==> src/rtl/core/tcae_pkg.sv <==
package tcae_pkg;

    // Geometry
    localparam int ENTRIES   = 64;
    localparam int ZONE_BITS = 4;
    localparam int KEY_W     = 32 - ZONE_BITS;
    localparam int IDX_W     = (ENTRIES > 1) ? $clog2(ENTRIES) : 1;
    localparam int CNT_W     = $clog2(ENTRIES + 1);

    // Priority finder grouping
    localparam int GRP_SIZE  = 8;
    localparam int GRP_W     = $clog2(GRP_SIZE);
    localparam int NGRP      = (ENTRIES + GRP_SIZE - 1) / GRP_SIZE;
    localparam int PAD_W     = NGRP * GRP_SIZE;
    localparam int SUM_W     = IDX_W + GRP_W + 1;

    // Register reset value
    localparam logic [30:0] DECAY_RESET = 31'd30000;

    // Result status codes
    localparam logic [2:0] ST_HIT   = 3'd0;
    localparam logic [2:0] ST_ALLOC = 3'd1;
    localparam logic [2:0] ST_FULL  = 3'd2;
    localparam logic [2:0] ST_SWEPT = 3'd3;
    localparam logic [2:0] ST_SKIP  = 3'd4;

    // Input function codes
    localparam logic FN_LOOKUP = 1'b0;
    localparam logic FN_TICK   = 1'b1;

    typedef struct packed {
        logic               func;
        logic signed [31:0] coord_x;
        logic signed [31:0] coord_z;
        logic signed [63:0] now_time;
    } in_item_t;

    typedef struct packed {
        logic [2:0]         status;
        logic [5:0]         slot_index;
        logic [7:0]         cell_offset;
        logic signed [27:0] tile_key_x;
        logic signed [27:0] tile_key_z;
        logic [6:0]         freed_count;
    } out_item_t;

    // Broadcast from the controller to every cell
    typedef struct packed {
        logic [KEY_W-1:0] key_x;
        logic [KEY_W-1:0] key_z;
        logic [63:0]      now;
        logic [30:0]      decay;
        logic             stamp_en;
        logic             alloc_en;
    } cell_bcast_t;

    // Sweep token and running freed count, passed cell to cell
    typedef struct packed {
        logic             token;
        logic [CNT_W-1:0] count;
    } chain_t;

endpackage

==> src/rtl/core/tcae_find.sv <==
module tcae_find
    import tcae_pkg::*;
(
    input  logic               clk,
    input  logic [ENTRIES-1:0] req,
    output logic               found,
    output logic [IDX_W-1:0]   idx
);

    logic [PAD_W-1:0] req_pad;
    logic [NGRP-1:0]  any_reg;
    logic [GRP_W-1:0] loc_reg [NGRP];
    logic [NGRP-1:0]  any_next;
    logic [GRP_W-1:0] loc_next [NGRP];
    logic [SUM_W-1:0] sum;

    assign req_pad = PAD_W'(req);

    // First level: lowest set bit inside each group of eight
    always_comb
    begin
        for (int g = 0; g < NGRP; g++)
        begin
            any_next[g] = |req_pad[g*GRP_SIZE +: GRP_SIZE];
            loc_next[g] = '0;
            for (int j = GRP_SIZE - 1; j >= 0; j--)
            begin
                if (req_pad[g*GRP_SIZE + j])
                begin
                    loc_next[g] = GRP_W'(j);
                end
            end
        end
    end

    always_ff @(posedge clk)
    begin
        any_reg <= any_next;
        for (int g = 0; g < NGRP; g++)
        begin
            loc_reg[g] <= loc_next[g];
        end
    end

    // Second level: lowest group that has a set bit
    always_comb
    begin
        sum = '0;
        for (int g = NGRP - 1; g >= 0; g--)
        begin
            if (any_reg[g])
            begin
                sum = SUM_W'(g * GRP_SIZE) + SUM_W'(loc_reg[g]);
            end
        end
    end

    assign found = |any_reg;
    assign idx   = sum[IDX_W-1:0];

endmodule

==> config.mk <==
export PLATFORM = sky130hd
export DESIGN_NAME = tcae_find
export DESIGN_NICKNAME = d
export VERILOG_FILES = /design/src/rtl/core/tcae_pkg.sv /design/src/rtl/core/tcae_find.sv
export SDC_FILE = /design/constraint.sdc
export NUM_CORES = 1
export LEC_CHECK = 0
export ABC_AREA = 1
export ABC_CLOCK_PERIOD_IN_PS = 2100
export BUFFER_PORTS_ARGS = -buffer_cell sky130_fd_sc_hd__buf_2
export CAP_MARGIN = 10
export CORE_MARGIN = 1
export CORE_UTILIZATION = 40
export CTS_CLUSTER_SIZE = 25
export DETAILED_ROUTE_END_ITERATION = 7
export PLACE_DENSITY_LB_ADDON = 0.12
export SKIP_LAST_GASP = 1
export SLEW_MARGIN = 20
export SYNTH_ARGS = -nofsm -noshare
export SYNTH_HDL_FRONTEND = slang
export SYNTH_SLANG_ARGS = --single-unit
==> constraint.sdc <==
create_clock -name clk -period 2.1 [get_ports clk]
set_input_delay 0.105 -clock clk [delete_from_list [all_inputs] [get_ports clk]]
set_output_delay 0.105 -clock clk [all_outputs]
set_load 0.02 [all_outputs]
==> impl_metrics.json <==
{
  "coreArea_um2": 3720,
  "regArea_um2": 641,
  "synth_edf_count": 0,
  "yosysTopAreaCellShare": 0.407,
  "die-area_um2": 4190,
  "worst_pin_slew_ps": 323,
  "dr_wl_met2_um": 1410,
  "start_kind": "flip-flop",
  "drtAntennaViolNets": 0,
  "cp-startpoint": "any_reg[3]$_DFF_P_",
  "antenna_cells": 0,
  "ys_ff_latch": 32,
  "cp-end-kind": "output pin",
  "clk_pin_slew_ps": 60,
  "grt_pass1_vias": 1494,
  "status": "finished clean",
  "worst_path_most_repeated_cell": "nand2_1",
  "crit_fanout": 6,
  "grt_max_degree": 11,
  "p_leak_nw": 1.06,
  "critPathSlowestCell": "dfxtp_1",
  "drc": 0,
  "layout-drive-gt1-share": 0.299,
  "numCtsBuffers": 5,
  "min-delay-start": "req[50]",
  "dp_hpwl_um": 2610,
  "peakVddDrop_mv": 0.274,
  "synth_top_cell_by_area": "dfxtp_1",
  "highest_layer": "met4",
  "setup_viol": 0,
  "synthTopCellsByArea": "dfxtp_1 41%, a21oi_1 12%, nand2_1 10%, inv_1 6.9%, or2_2 6.8%",
  "hold_viol": 0,
  "htreeDepth": 2,
  "avgRoutedWirePerCell_um": 8.81,
  "initial_core_util": 0.423,
  "crit_chain": "or2_1, nor2_1, nand2_1, nand2_1, nand2_1, nand2_1, buf_2",
  "multi_input_area_um2": 801,
  "arrival_ps": 1420,
  "syn_area_per_cell_um2": 6.75,
  "crit_required_ps": 2000,
  "async_reset_ff_frac": 0,
  "max_slew_margin": 0.785,
  "final_cell_area_um2": 2150,
  "core.rowCount": 22,
  "met3RoutedLength_um": 180,
  "cts_tree": "done",
  "p_per_area_nw_per_um2": 640,
  "syn_area_um2": 1570,
  "drv_cap": 0,
  "io_pins": 72,
  "vias": 1687,
  "fin_crit_sh": 0.727,
  "fillers": 393,
  "routed_wl_um": 3230,
  "grt_pass1_wl_um": 5680,
  "slew_viol_final": 0,
  "ys_seq_area_frac": 0.407,
  "cts_buffer_depth": 2,
  "preCtsSetupSlack_ps": 883,
  "cts_root_buf": "clkbuf_8",
  "antenna_found_initial": 0,
  "worstSetupPathType": "flip-flop to output pin",
  "rsz0062_at_grt": "no",
  "drt-met1-wl_um": 1610,
  "hold_class": "input pin to flip-flop",
  "io_buffers": 71,
  "fin_util": 0.579,
  "synth_flop_cell": "dfxtp_1",
  "grt_remaining_overflow": 0,
  "gp_congestion": 0.785,
  "final_nets": 382,
  "tns_ps": 0,
  "syn_to_final_growth_pct": 36.9,
  "largest_register_ffs": 24,
  "dpl-instance-area_um2": 1970,
  "yosysWarnings": 0,
  "period_minus_slack_ps": 1530,
  "fmax_mhz": 655,
  "grt_use_total": 0.174,
  "post_cts_buffers": 0,
  "synth_nets": 298,
  "synth_cell_types": 13,
  "die_height_um": 64.7,
  "fp.dieW_um": 64.7,
  "syn_inst": 233,
  "vias_per_cell": 4.61,
  "max_stage_delay_ps": 340,
  "clock-sinks": 32,
  "yosysMostFrequentCell": "nand2_1",
  "drt_iter0_markers": 42,
  "synth_common_cells": "43 x nand2_1, 37 x a21oi_1, 32 x dfxtp_1",
  "fin_ws_ps": 573,
  "firstDrtPassIters": 4
}
-- routing by layer --
layer | vias to the layer above | global-route usage
li1 | 934 | -
met1 | 702 | 0.224
met2 | 48 | 0.266
met3 | 3 | 0.0440
met4 | 0 | 0.0917
met5 | - | 0
-- power breakdown --
| group | leakage, nW | internal (W) | total [W] | switching, W |
|---|---|---|---|---|
| clock network | 0.0552 | 0.000351 | 0.000559 | 0.000207 |
| registers | 0.263 | 0.000631 | 0.000638 | 0.00000696 |
| logic | 0.745 | 0.0000950 | 0.000181 | 0.0000856 |
| total | 1.06 | 0.00108 | 0.00138 | 0.000300 |
-- kinds of logic (layout without fill, tap and decap cells) --
kind of cell | after synthesis | after routing | synth area share
DFF | 32 | 32 | 0.407
AOI/OAI and AO/OA | 50 | 50 | 0.162
buffers and inverters | 31 | 116 | 0.0835
and+or+nand+nor | 120 | 120 | 0.347
-- per-stage QoR --
stage	hold WS [ps]	instances	power, W
6_report	17.8	366	0.00138
5_1_grt	13.4	366	0.00146
4_1_cts	9.97	366	0.00139
3_5_place_dp	273	350	0.000821
3_3_place_gp	272	350	0.000819
2_1_floorplan	174	233	0.000728
-- layout make-up --
class / count / share of cell area
multi-input cells: 170 / 0.372
flip-flops and latches: 32 / 0.298
repair buffers: 79 / 0.202
inverters: 29 / 0.0506
clock buffers: 6 / 0.0337
well taps: 48 / 0.0279
clock inverters: 2 / 0.0163
-- what timing repair did --
| action | CTS | global route |
|---|---|---|
| hold endpoints to repair | 8 | 0 |
| hold buffers | 8 | 0 |
| resized for setup | 0 | 0 |
-- worst max-delay path, delay by kind of cell (launching register included) --
family / cells / cell delay [ps]
buffers and inverters: 1 / 150
flip-flops: 1 / 340
AND/OR/NAND/NOR: 6 / 660
-- cells in the final DEF, fill, tap and decap left out, drive strengths merged --
cell type    Yosys  routed
dfxtp           32      32
o21ai            9       9
nand2           43      43
inv             29      29
clkinv           0       1
clkbuf           0       6
a31oi            4       4
a21oi           37      37
nand3            3       3
nor3            19      19
nor4             9       9
nor2            28      28
buf              2      71
or2             18      18
dlygate4sd3      0       8
bufinv           0       1
-- final timing paths --
| kind | slack (ps) | endpoint | cells past startpoint |
|---|---|---|---|
| setup / recovery | 570 | idx[1] | 7 |
| hold / removal | 20 | loc_reg[1][8]$_SDFF_PP0_ | 2 |
Power figures use the tool's default switching activity.
