<file path="config.mk">
export PLATFORM = sky130hd
export DESIGN_NAME = tcae_cell
export DESIGN_NICKNAME = d
export VERILOG_FILES = /design/src/rtl/core/tcae_pkg.sv /design/src/rtl/core/tcae_cell.sv
export SDC_FILE = /design/constraint.sdc
export NUM_CORES = 1
export LEC_CHECK = 0
export ABC_CLOCK_PERIOD_IN_PS = 6100
export BUFFER_PORTS_ARGS = -buffer_cell sky130_fd_sc_hd__buf_4
export CAP_MARGIN = 30
export CORE_ASPECT_RATIO = 0.8
export CORE_MARGIN = 4
export CORE_UTILIZATION = 45
export DETAILED_ROUTE_END_ITERATION = 8
export PLACE_DENSITY_LB_ADDON = 0.2
export SYNTH_ARGS = -nofsm -noshare
export SYNTH_HDL_FRONTEND = slang
export SYNTH_SLANG_ARGS = --single-unit
</file>
<file path="constraint.sdc">
create_clock -name clk -period 6.1 [get_ports clk]
set_input_delay 0.305 -clock clk [delete_from_list [all_inputs] [get_ports clk]]
set_output_delay 0.305 -clock clk [all_outputs]
set_load 0.05 [all_outputs]
</file>
<file path="src/rtl/core/tcae_pkg.sv">
package tcae_pkg;

    // Geometry
    localparam int ENTRIES   = 64;
    localparam int ZONE_BITS = 4;
    localparam int KEY_W     = 32 - ZONE_BITS;
    localparam int IDX_W     = (ENTRIES > 1) ? $clog2(ENTRIES) : 1;
    localparam int CNT_W     = $clog2(ENTRIES + 1);

    // Priority finder grouping
    localparam int GRP_SIZE  = 8;
    localparam int GRP_W     = $clog2(GRP_SIZE);
    localparam int NGRP      = (ENTRIES + GRP_SIZE - 1) / GRP_SIZE;
    localparam int PAD_W     = NGRP * GRP_SIZE;
    localparam int SUM_W     = IDX_W + GRP_W + 1;

    // Register reset value
    localparam logic [30:0] DECAY_RESET = 31'd30000;

    // Result status codes
    localparam logic [2:0] ST_HIT   = 3'd0;
    localparam logic [2:0] ST_ALLOC = 3'd1;
    localparam logic [2:0] ST_FULL  = 3'd2;
    localparam logic [2:0] ST_SWEPT = 3'd3;
    localparam logic [2:0] ST_SKIP  = 3'd4;

    // Input function codes
    localparam logic FN_LOOKUP = 1'b0;
    localparam logic FN_TICK   = 1'b1;

    typedef struct packed {
        logic               func;
        logic signed [31:0] coord_x;
        logic signed [31:0] coord_z;
        logic signed [63:0] now_time;
    } in_item_t;

    typedef struct packed {
        logic [2:0]         status;
        logic [5:0]         slot_index;
        logic [7:0]         cell_offset;
        logic signed [27:0] tile_key_x;
        logic signed [27:0] tile_key_z;
        logic [6:0]         freed_count;
    } out_item_t;

    // Broadcast from the controller to every cell
    typedef struct packed {
        logic [KEY_W-1:0] key_x;
        logic [KEY_W-1:0] key_z;
        logic [63:0]      now;
        logic [30:0]      decay;
        logic             stamp_en;
        logic             alloc_en;
    } cell_bcast_t;

    // Sweep token and running freed count, passed cell to cell
    typedef struct packed {
        logic             token;
        logic [CNT_W-1:0] count;
    } chain_t;

endpackage

</file>
<file path="src/rtl/core/tcae_cell.sv">
module tcae_cell
    import tcae_pkg::*;
(
    input  logic        clk,
    input  logic        rst_n,
    input  cell_bcast_t bc,
    input  logic        sel,
    input  chain_t      link_in,
    output chain_t      link_out,
    output logic        valid,
    output logic        match
);

    logic             valid_reg;
    logic [KEY_W-1:0] key_x_reg;
    logic [KEY_W-1:0] key_z_reg;
    logic [63:0]      last_use_reg;
    chain_t           link_reg;
    chain_t           link_next;
    logic [63:0]      age;
    logic             expired;

    // Tag compare against the broadcast key
    assign match = valid_reg && (key_x_reg == bc.key_x) && (key_z_reg == bc.key_z);

    // Age check: negative age or above the decay time
    assign age     = bc.now - last_use_reg;
    assign expired = valid_reg && (age[63] || (age[62:0] > {32'd0, bc.decay}));

    always_comb
    begin
        link_next.token = link_in.token;
        link_next.count = link_in.count + CNT_W'(link_in.token && expired);
    end

    // Valid bit: set on allocation, cleared when the sweep token finds it expired
    always_ff @(posedge clk or negedge rst_n)
    begin
        if (!rst_n)
        begin
            valid_reg <= 1'b0;
        end
        else if (sel && bc.alloc_en)
        begin
            valid_reg <= 1'b1;
        end
        else if (link_in.token && expired)
        begin
            valid_reg <= 1'b0;
        end
    end

    // Tag and time stamp
    always_ff @(posedge clk)
    begin
        if (sel && bc.alloc_en)
        begin
            key_x_reg    <= bc.key_x;
            key_z_reg    <= bc.key_z;
            last_use_reg <= bc.now;
        end
        else if (sel && bc.stamp_en)
        begin
            last_use_reg <= bc.now;
        end
    end

    // Hand token and count to the next cell
    always_ff @(posedge clk or negedge rst_n)
    begin
        if (!rst_n)
        begin
            link_reg <= '0;
        end
        else
        begin
            link_reg <= link_next;
        end
    end

    assign link_out = link_reg;
    assign valid    = valid_reg;

endmodule

</file>
==> metrics, run 1 <==
run status complete, no violations; clk_lat worst skew 430 ps; synthesized flop and latch total 129; fin crit period 5973 ps; most frequent cells after synthesis edfxtp_1, inv_1, ha_1; Top FF cell, synth edfxtp_1; P&R area growth vs syn 23.61%; Synth area leader edfxtp_1; die height around 140 um; sequential cell area 0.003829 mm^2; Worst path slowest cell edfxtp_1; drt initial violations 604; Clock Pin Slew Worst Setup and Hold Paths 70 ps; GR Overflow Total 0; num rows 49; Core ar. 0.02244 mm^2; uppermost layer routed met4; Final Hold Fails 0; share of the synthesized area in the top cell type 35.13%; root buf cell clkbuf_16; fin util between 50% and 60%; P per Cell Area 254.1 mW/mm^2; routed wire length 30340 um; initial antenna violation count 0; Clock Skew about 16 ps; ys async rst share 6.977%; TNS Setup 0 ps; area of the multi-input gates between 0.005 and 0.006 mm^2; initial core utilization 45.72%; min-delay worst type input port to flip-flop; Synthesis Warnings 0; Distinct cells, synth 86; I/O Buffers 173; Max VDD drop approximately 0.16 mV; HPWL Detailed around 24000 um; TritonCTS clock tree done; met3 wire length 2866 um; # DRC 0; clock tree sinks 129; fill count 2068; WP data required 6450 ps; H-tree levels 4; Die Area 0.02529 mm^2; Slew headroom between 40 and 50%; critical path class flip-flop to flip-flop; total CTS buffers 17; Leak 5.319 nW; IO Pins 174; # setup viols final 0; RSZ-0062 raised after global routing yes; Bufs on Longest Clock Path 2; DIE WIDTH between 150 and 200 um; largest cells by area after synthesis edfxtp_1, ha_1, xnor2_1, a21oi_1, inv_1; synthesized area between 0.01 and 0.015 mm^2; DR pass1 iterations 6; vias per cell 5.721; crit-path max FO 4; Peak Freq 0.1674 GHz; number of global-route vias before repair between 8000 and 9000; count leader, synth edfxtp_1; Least-Margin Pin Slew 893.9 ps; EDFF count, synth 120; Post-Syn Nets 1333; reg2reg path depth 29; CP peak stage delay 360 ps; Detail Route Antenna Nets 0; Slew Viols, Final 0; Metal-1 WL roughly 15000 um; max reg flops 64; Tot GR Track Use 23.43%; via count 8994; Avg WL per Cell approximately 19 um; met2 wire len 12290 um; post-synthesis sequential area ratio a little under two fifths; Syn Area/Cell 9.570 um^2; crit share post-route 97.92%; Crit path arrival time 6330 ps; Worst Setup End Kind flip-flop; Mapped Cells 1072; Antenna Cells 0; layout cells sized above 1 approximately 23%; CP Launch Type flip-flop; global placer's final weighted congestion 1.016; largest net degree at the start of global routing 65; Max Cap Viol 0; first-pass GRT wire length 46420 um; fin nets 1514; Worst Hold Depth 1
## worst max-delay path, delay by kind of cell (launching register included)
family / cells / cell delay, ps
and+or+nand+nor: 12 / 2290
AOI/OAI and AO/OA: 8 / 1640
adders and majority gates: 4 / 880
buffers and inverters: 3 / 490
DFF: 1 / 360
xor gates and xnor gates: 2 / 220
## final cells by class
type | count | area share [%]
clock buffers | 17 | 3.355
multi-input cells | 782 | 46.54
repair buffers | 205 | 12.21
well taps | 306 | 3.019
flip-flops and latches | 129 | 30.19
inverters | 118 | 3.493
clock inverters | 15 | 1.194
## metal layers
layer / global-route usage, % / vias to the layer above
li1: - / 4361
met1: 35.87 / 4260
met2: 32.66 / 340
met3: 6.485 / 33
met4: 5.454 / 0
met5: 0 / -
## cells by family (layout without fill, tap and decap cells)
| kind of cell | Yosys count | in the layout | share of synthesized area [%] |
|---|---|---|---|
| xor+xnor | 98 | 98 | 8.367 |
| mux | 3 | 3 | 0.3049 |
| buf+inv | 161 | 355 | 6.440 |
| flops | 129 | 129 | 37.32 |
| fa+ha+maj | 97 | 97 | 11.90 |
| compound gates | 300 | 300 | 20.76 |
| simple gates | 284 | 284 | 14.90 |
## cell usage in the layout, fill, tap and decap left out, types with 10 or more instances in the layout
master,n
nor4_1,12
o21ai_0,43
edfxtp_1,120
a21o_1,27
nor3_1,21
xnor2_1,74
o21a_1,23
or3_1,10
ha_1,92
nand4_1,45
a21oi_1,88
xor2_1,23
buf_4,202
nor2_1,38
nand3_1,18
clkbuf_16,17
inv_1,117
and4_1,14
nand2_1,73
## final timing paths
kind | from | endpoint | slack [ps]
hold / removal | bc[147] | key_x_reg[22]$_DFFE_PP_ | 50
hold reg to reg | valid$_DFFE_PN0P_ | valid$_DFFE_PN0P_ | 600
setup reg to reg | last_use_reg[1]$_DFFE_PP_ | link_out[6]$_DFF_PN0_ | 130
max in group asynchronous | rst_n | link_out[7]$_DFF_PN0_ | 5720
setup / recovery | last_use_reg[1]$_DFFE_PP_ | link_out[6]$_DFF_PN0_ | 130
min in group asynchronous | rst_n | link_out[5]$_DFF_PN0_ | 240
## timing repair
action                                  in CTS  in global routing
endpoints found under the hold margin       10                  0
endpoints found under the setup margin       3                  6
buffers inserted                             0                  2
hold buffers                                 2                  0
pin swaps                                    1                 21
cloned                                       0                  0
gates resized for setup                      3                 23
## where the power goes
part / switching [W] / leakage [nW] / total (W) / internal, W
sequential: 0.0000217 / 1.24 / 0.00107 / 0.00104
combinational: 0.000656 / 3.79 / 0.00113 / 0.000475
clock: 0.000479 / 0.280 / 0.00103 / 0.000547
total: 0.00116 / 5.32 / 0.00322 / 0.00207
## metrics by stage
stage | power (W) | instances | hold WS [ps] | area [um^2] | setup slack [ps]
2_1_floorplan | 0.001813 | 1072 | 9.409 | 10260 | 761.6
3_3_place_gp | 0.002164 | 1535 | 133.7 | 11930 | -32.88
3_5_place_dp | 0.002173 | 1536 | 133.6 | 11940 | -279.1
4_1_cts | 0.003216 | 1570 | 37.77 | 12550 | 40.29
5_1_grt | 0.003410 | 1572 | 30.88 | 12680 | -109.6
6_report | 0.003223 | 1572 | 52.18 | 12680 | 127.0
Note: power is estimated with default switching activity, not from simulation.
==> run 2: changes to the inputs <==
--- a/config.mk
+++ b/config.mk
@@ -5,12 +5,12 @@
 export SDC_FILE = /design/constraint.sdc
 export NUM_CORES = 1
 export LEC_CHECK = 0
-export ABC_CLOCK_PERIOD_IN_PS = 6100
+export ABC_CLOCK_PERIOD_IN_PS = 6600
 export BUFFER_PORTS_ARGS = -buffer_cell sky130_fd_sc_hd__buf_4
 export CAP_MARGIN = 30
 export CORE_ASPECT_RATIO = 0.8
 export CORE_MARGIN = 4
-export CORE_UTILIZATION = 45
+export CORE_UTILIZATION = 30
 export DETAILED_ROUTE_END_ITERATION = 8
 export PLACE_DENSITY_LB_ADDON = 0.2
 export SYNTH_ARGS = -nofsm -noshare
==> constraint.sdc (replaced) <==
create_clock -name clk -period 6.6 [get_ports clk]
set_input_delay 0.33 -clock clk [delete_from_list [all_inputs] [get_ports clk]]
set_output_delay 0.33 -clock clk [all_outputs]
set_load 0.05 [all_outputs]
==> run 2 against run 1 <==
Critical path depth is 1 lower. Non-clock buffer count is 18 lower. Global-route usage is 6.7 points lower. Clock skew is 2.4 ps lower. Flip-flop and latch count stayed put. Worst setup slack better by 260 ps. Sequential share of layout area is 0.13 points higher. Combinational power is 9.7% lower. Final cell count is 7.1% higher. Maximum frequency is 3.8% lower. Largest cell class unchanged.
==> metrics, run 2 (synthesis gave the netlist of run 1 again) <==
run status complete, no violations; met1 usage roughly a quarter; clock tree sinks 129; met3 Use GR under 10%; Avg WL per Cell 19.06 um; largest net degree at the start of global routing 65; fill count 3440; min-delay worst type input port to flip-flop; non-filler cells, final 1683; P_int 0.001891 W; GR Overflow Total 0; Net Sw Power 0.001060 W; TNS Setup 0 ps; crit share post-route approximately 94%; Leak between 5 and 6 nW; Detail Route Antenna Nets 0; CP peak stage delay 410 ps; Tot GR Track Use 16.70%; WP data required 6960 ps; H-tree levels 4; Slew headroom between 30% and 40%; root buf cell clkbuf_16; num rows 60; DP Worst Slack ~4.0 ps; Worst Setup End Kind flip-flop; reg2reg path depth 28; Peak Freq 0.1610 GHz; Crit path arrival time 6570 ps; IO Pins 174; I/O Buffers 173; drt initial violations between 600 and 700; Clock Pin Slew Worst Setup and Hold Paths 70 ps; hold slack 77.56 ps; P&R area growth vs syn 23.06%; DIE WIDTH ~210 um; Core ar. approximately 0.034 mm^2; register share of total power 33.4%; number of global-route vias before repair 8526; Least-Margin Pin Slew a little under 1000 ps; Crit path top cell by count ha_1; first-pass GRT wire length 49270 um; HPWL Detailed 26150 um; critical path class flip-flop to flip-flop; fin crit period 6209 ps; routed wire length 32080 um; Critical Path Stages 28; CP Launch Type flip-flop; met2 usage 23.05%; global placer's final weighted congestion 0.9467; Slew Viols, Final 0; post-route setup slack roughly 390 ps; # setup viols final 0; total power 0.002951 W; Clock Skew 13.69 ps; max reg flops 64; Clock Power Share 32.0%; Worst Path Buf+Inv 2; TritonCTS clock tree done; Post-Place Cells approximately 1600; initial core utilization 30.43%; GR peak layer met1; Die Area 0.03724 mm^2; die height 173.4 um; DR pass1 iterations 7; Worst path slowest cell a221o_1; # DRC 0; vias per cell 5.232; Bufs on Longest Clock Path 2; Comb pwr share 34.7%; total CTS buffers 17; switching part of the total 35.93%; initial antenna violation count 1; clk_lat worst skew 440 ps; Worst Hold Depth 2; crit-path max FO 3; Final Hold Fails 0; Max Cap Viol 0; Top Family by Delay on Critical Path compound AO/OA/AOI/OAI gates; commonest non-fill, non-tap cell in the layout buf_4; fin nets 1496; most frequent cells in the layout buf_4, edfxtp_1, inv_1; via count 8806; Max VDD drop 0.1524 mV; P per Cell Area 233.8 mW/mm^2; layout cells sized above 1 20.83%
[run 2: cell types whose count changed in the layout (fill, tap and decap cells not counted), sizes merged]
cell | before | now
buf | 202 | 184
clkinv | 2 | 3
inv | 129 | 128
diode | 0 | 1
[run 2: stage by stage]
step	util [%]	instance area, um^2
2_1_floorplan	-	10260
3_3_place_gp	35.42	11940
3_5_place_dp	35.45	11950
4_1_cts	37.25	12560
5_1_grt	37.45	12620
6_report	37.45	12620
[run 2: worst register-to-register path: cells and delay by family, from the launching register on]
kind,cells,cell delay [ps]
simple gates,10,2010
fa+ha+maj,5,1280
flops,1,320
compound gates,9,2070
buf+inv,2,220
xor+xnor,2,230
[run 2: metal layers]
layer	up-vias	share of wire, %	wire length (um)
li1	4321	-	-
met1	4213	53	16890
met2	238	40	12820
met3	32	6.1	1945
met4	2	1.3	414
met5	-	0.034	11
[run 2: final cells by class]
cell class | instances | area, um^2 | area share, %
sequential | 129 | 3829 | 30.33
timing repair buffer | 187 | 1413 | 11.19
clock buffer | 17 | 425.4 | 3.370
tap | 434 | 543.0 | 4.301
inverter | 118 | 442.9 | 3.508
clock inverter | 15 | 161.4 | 1.278
antenna | 1 | 2.502 | 0.01982
multi-input combinational | 782 | 5808 | 46.01
[run 2: final timing paths]
check                                          start                    end  slack [ps]
setup / recovery           last_use_reg[0]$_DFFE_PP_  link_out[6]$_DFF_PN0_         390
hold / removal                            link_in[6]  link_out[6]$_DFF_PN0_          80
setup reg to reg           last_use_reg[0]$_DFFE_PP_  link_out[6]$_DFF_PN0_         390
hold reg to reg                    valid$_DFFE_PN0P_      valid$_DFFE_PN0P_         610
max in group asynchronous                      rst_n  link_out[1]$_DFF_PN0_        6220
min in group asynchronous                      rst_n  link_out[0]$_DFF_PN0_         250
[run 2: what timing repair did]
item | in CTS | in global routing
buffers inserted | 0 | 4
gates resized for setup | 0 | 7
endpoints found under the hold margin | 10 | 0
setup endpoints to repair | 0 | 4
hold buffers | 2 | 0
[run 2: power by group through the flow]
| stage | registers, W | logic (W) | clock network, W |
|---|---|---|---|
| 2_1_floorplan | 0.00101 | 0.000661 | 0 |
| 3_3_place_gp | 0.00100 | 0.000997 | 0 |
| 3_5_place_dp | 0.00100 | 0.000997 | 0 |
| 4_1_cts | 0.000985 | 0.00100 | 0.000978 |
| 5_1_grt | 0.000991 | 0.00112 | 0.00102 |
| 6_report | 0.000984 | 0.00102 | 0.000943 |
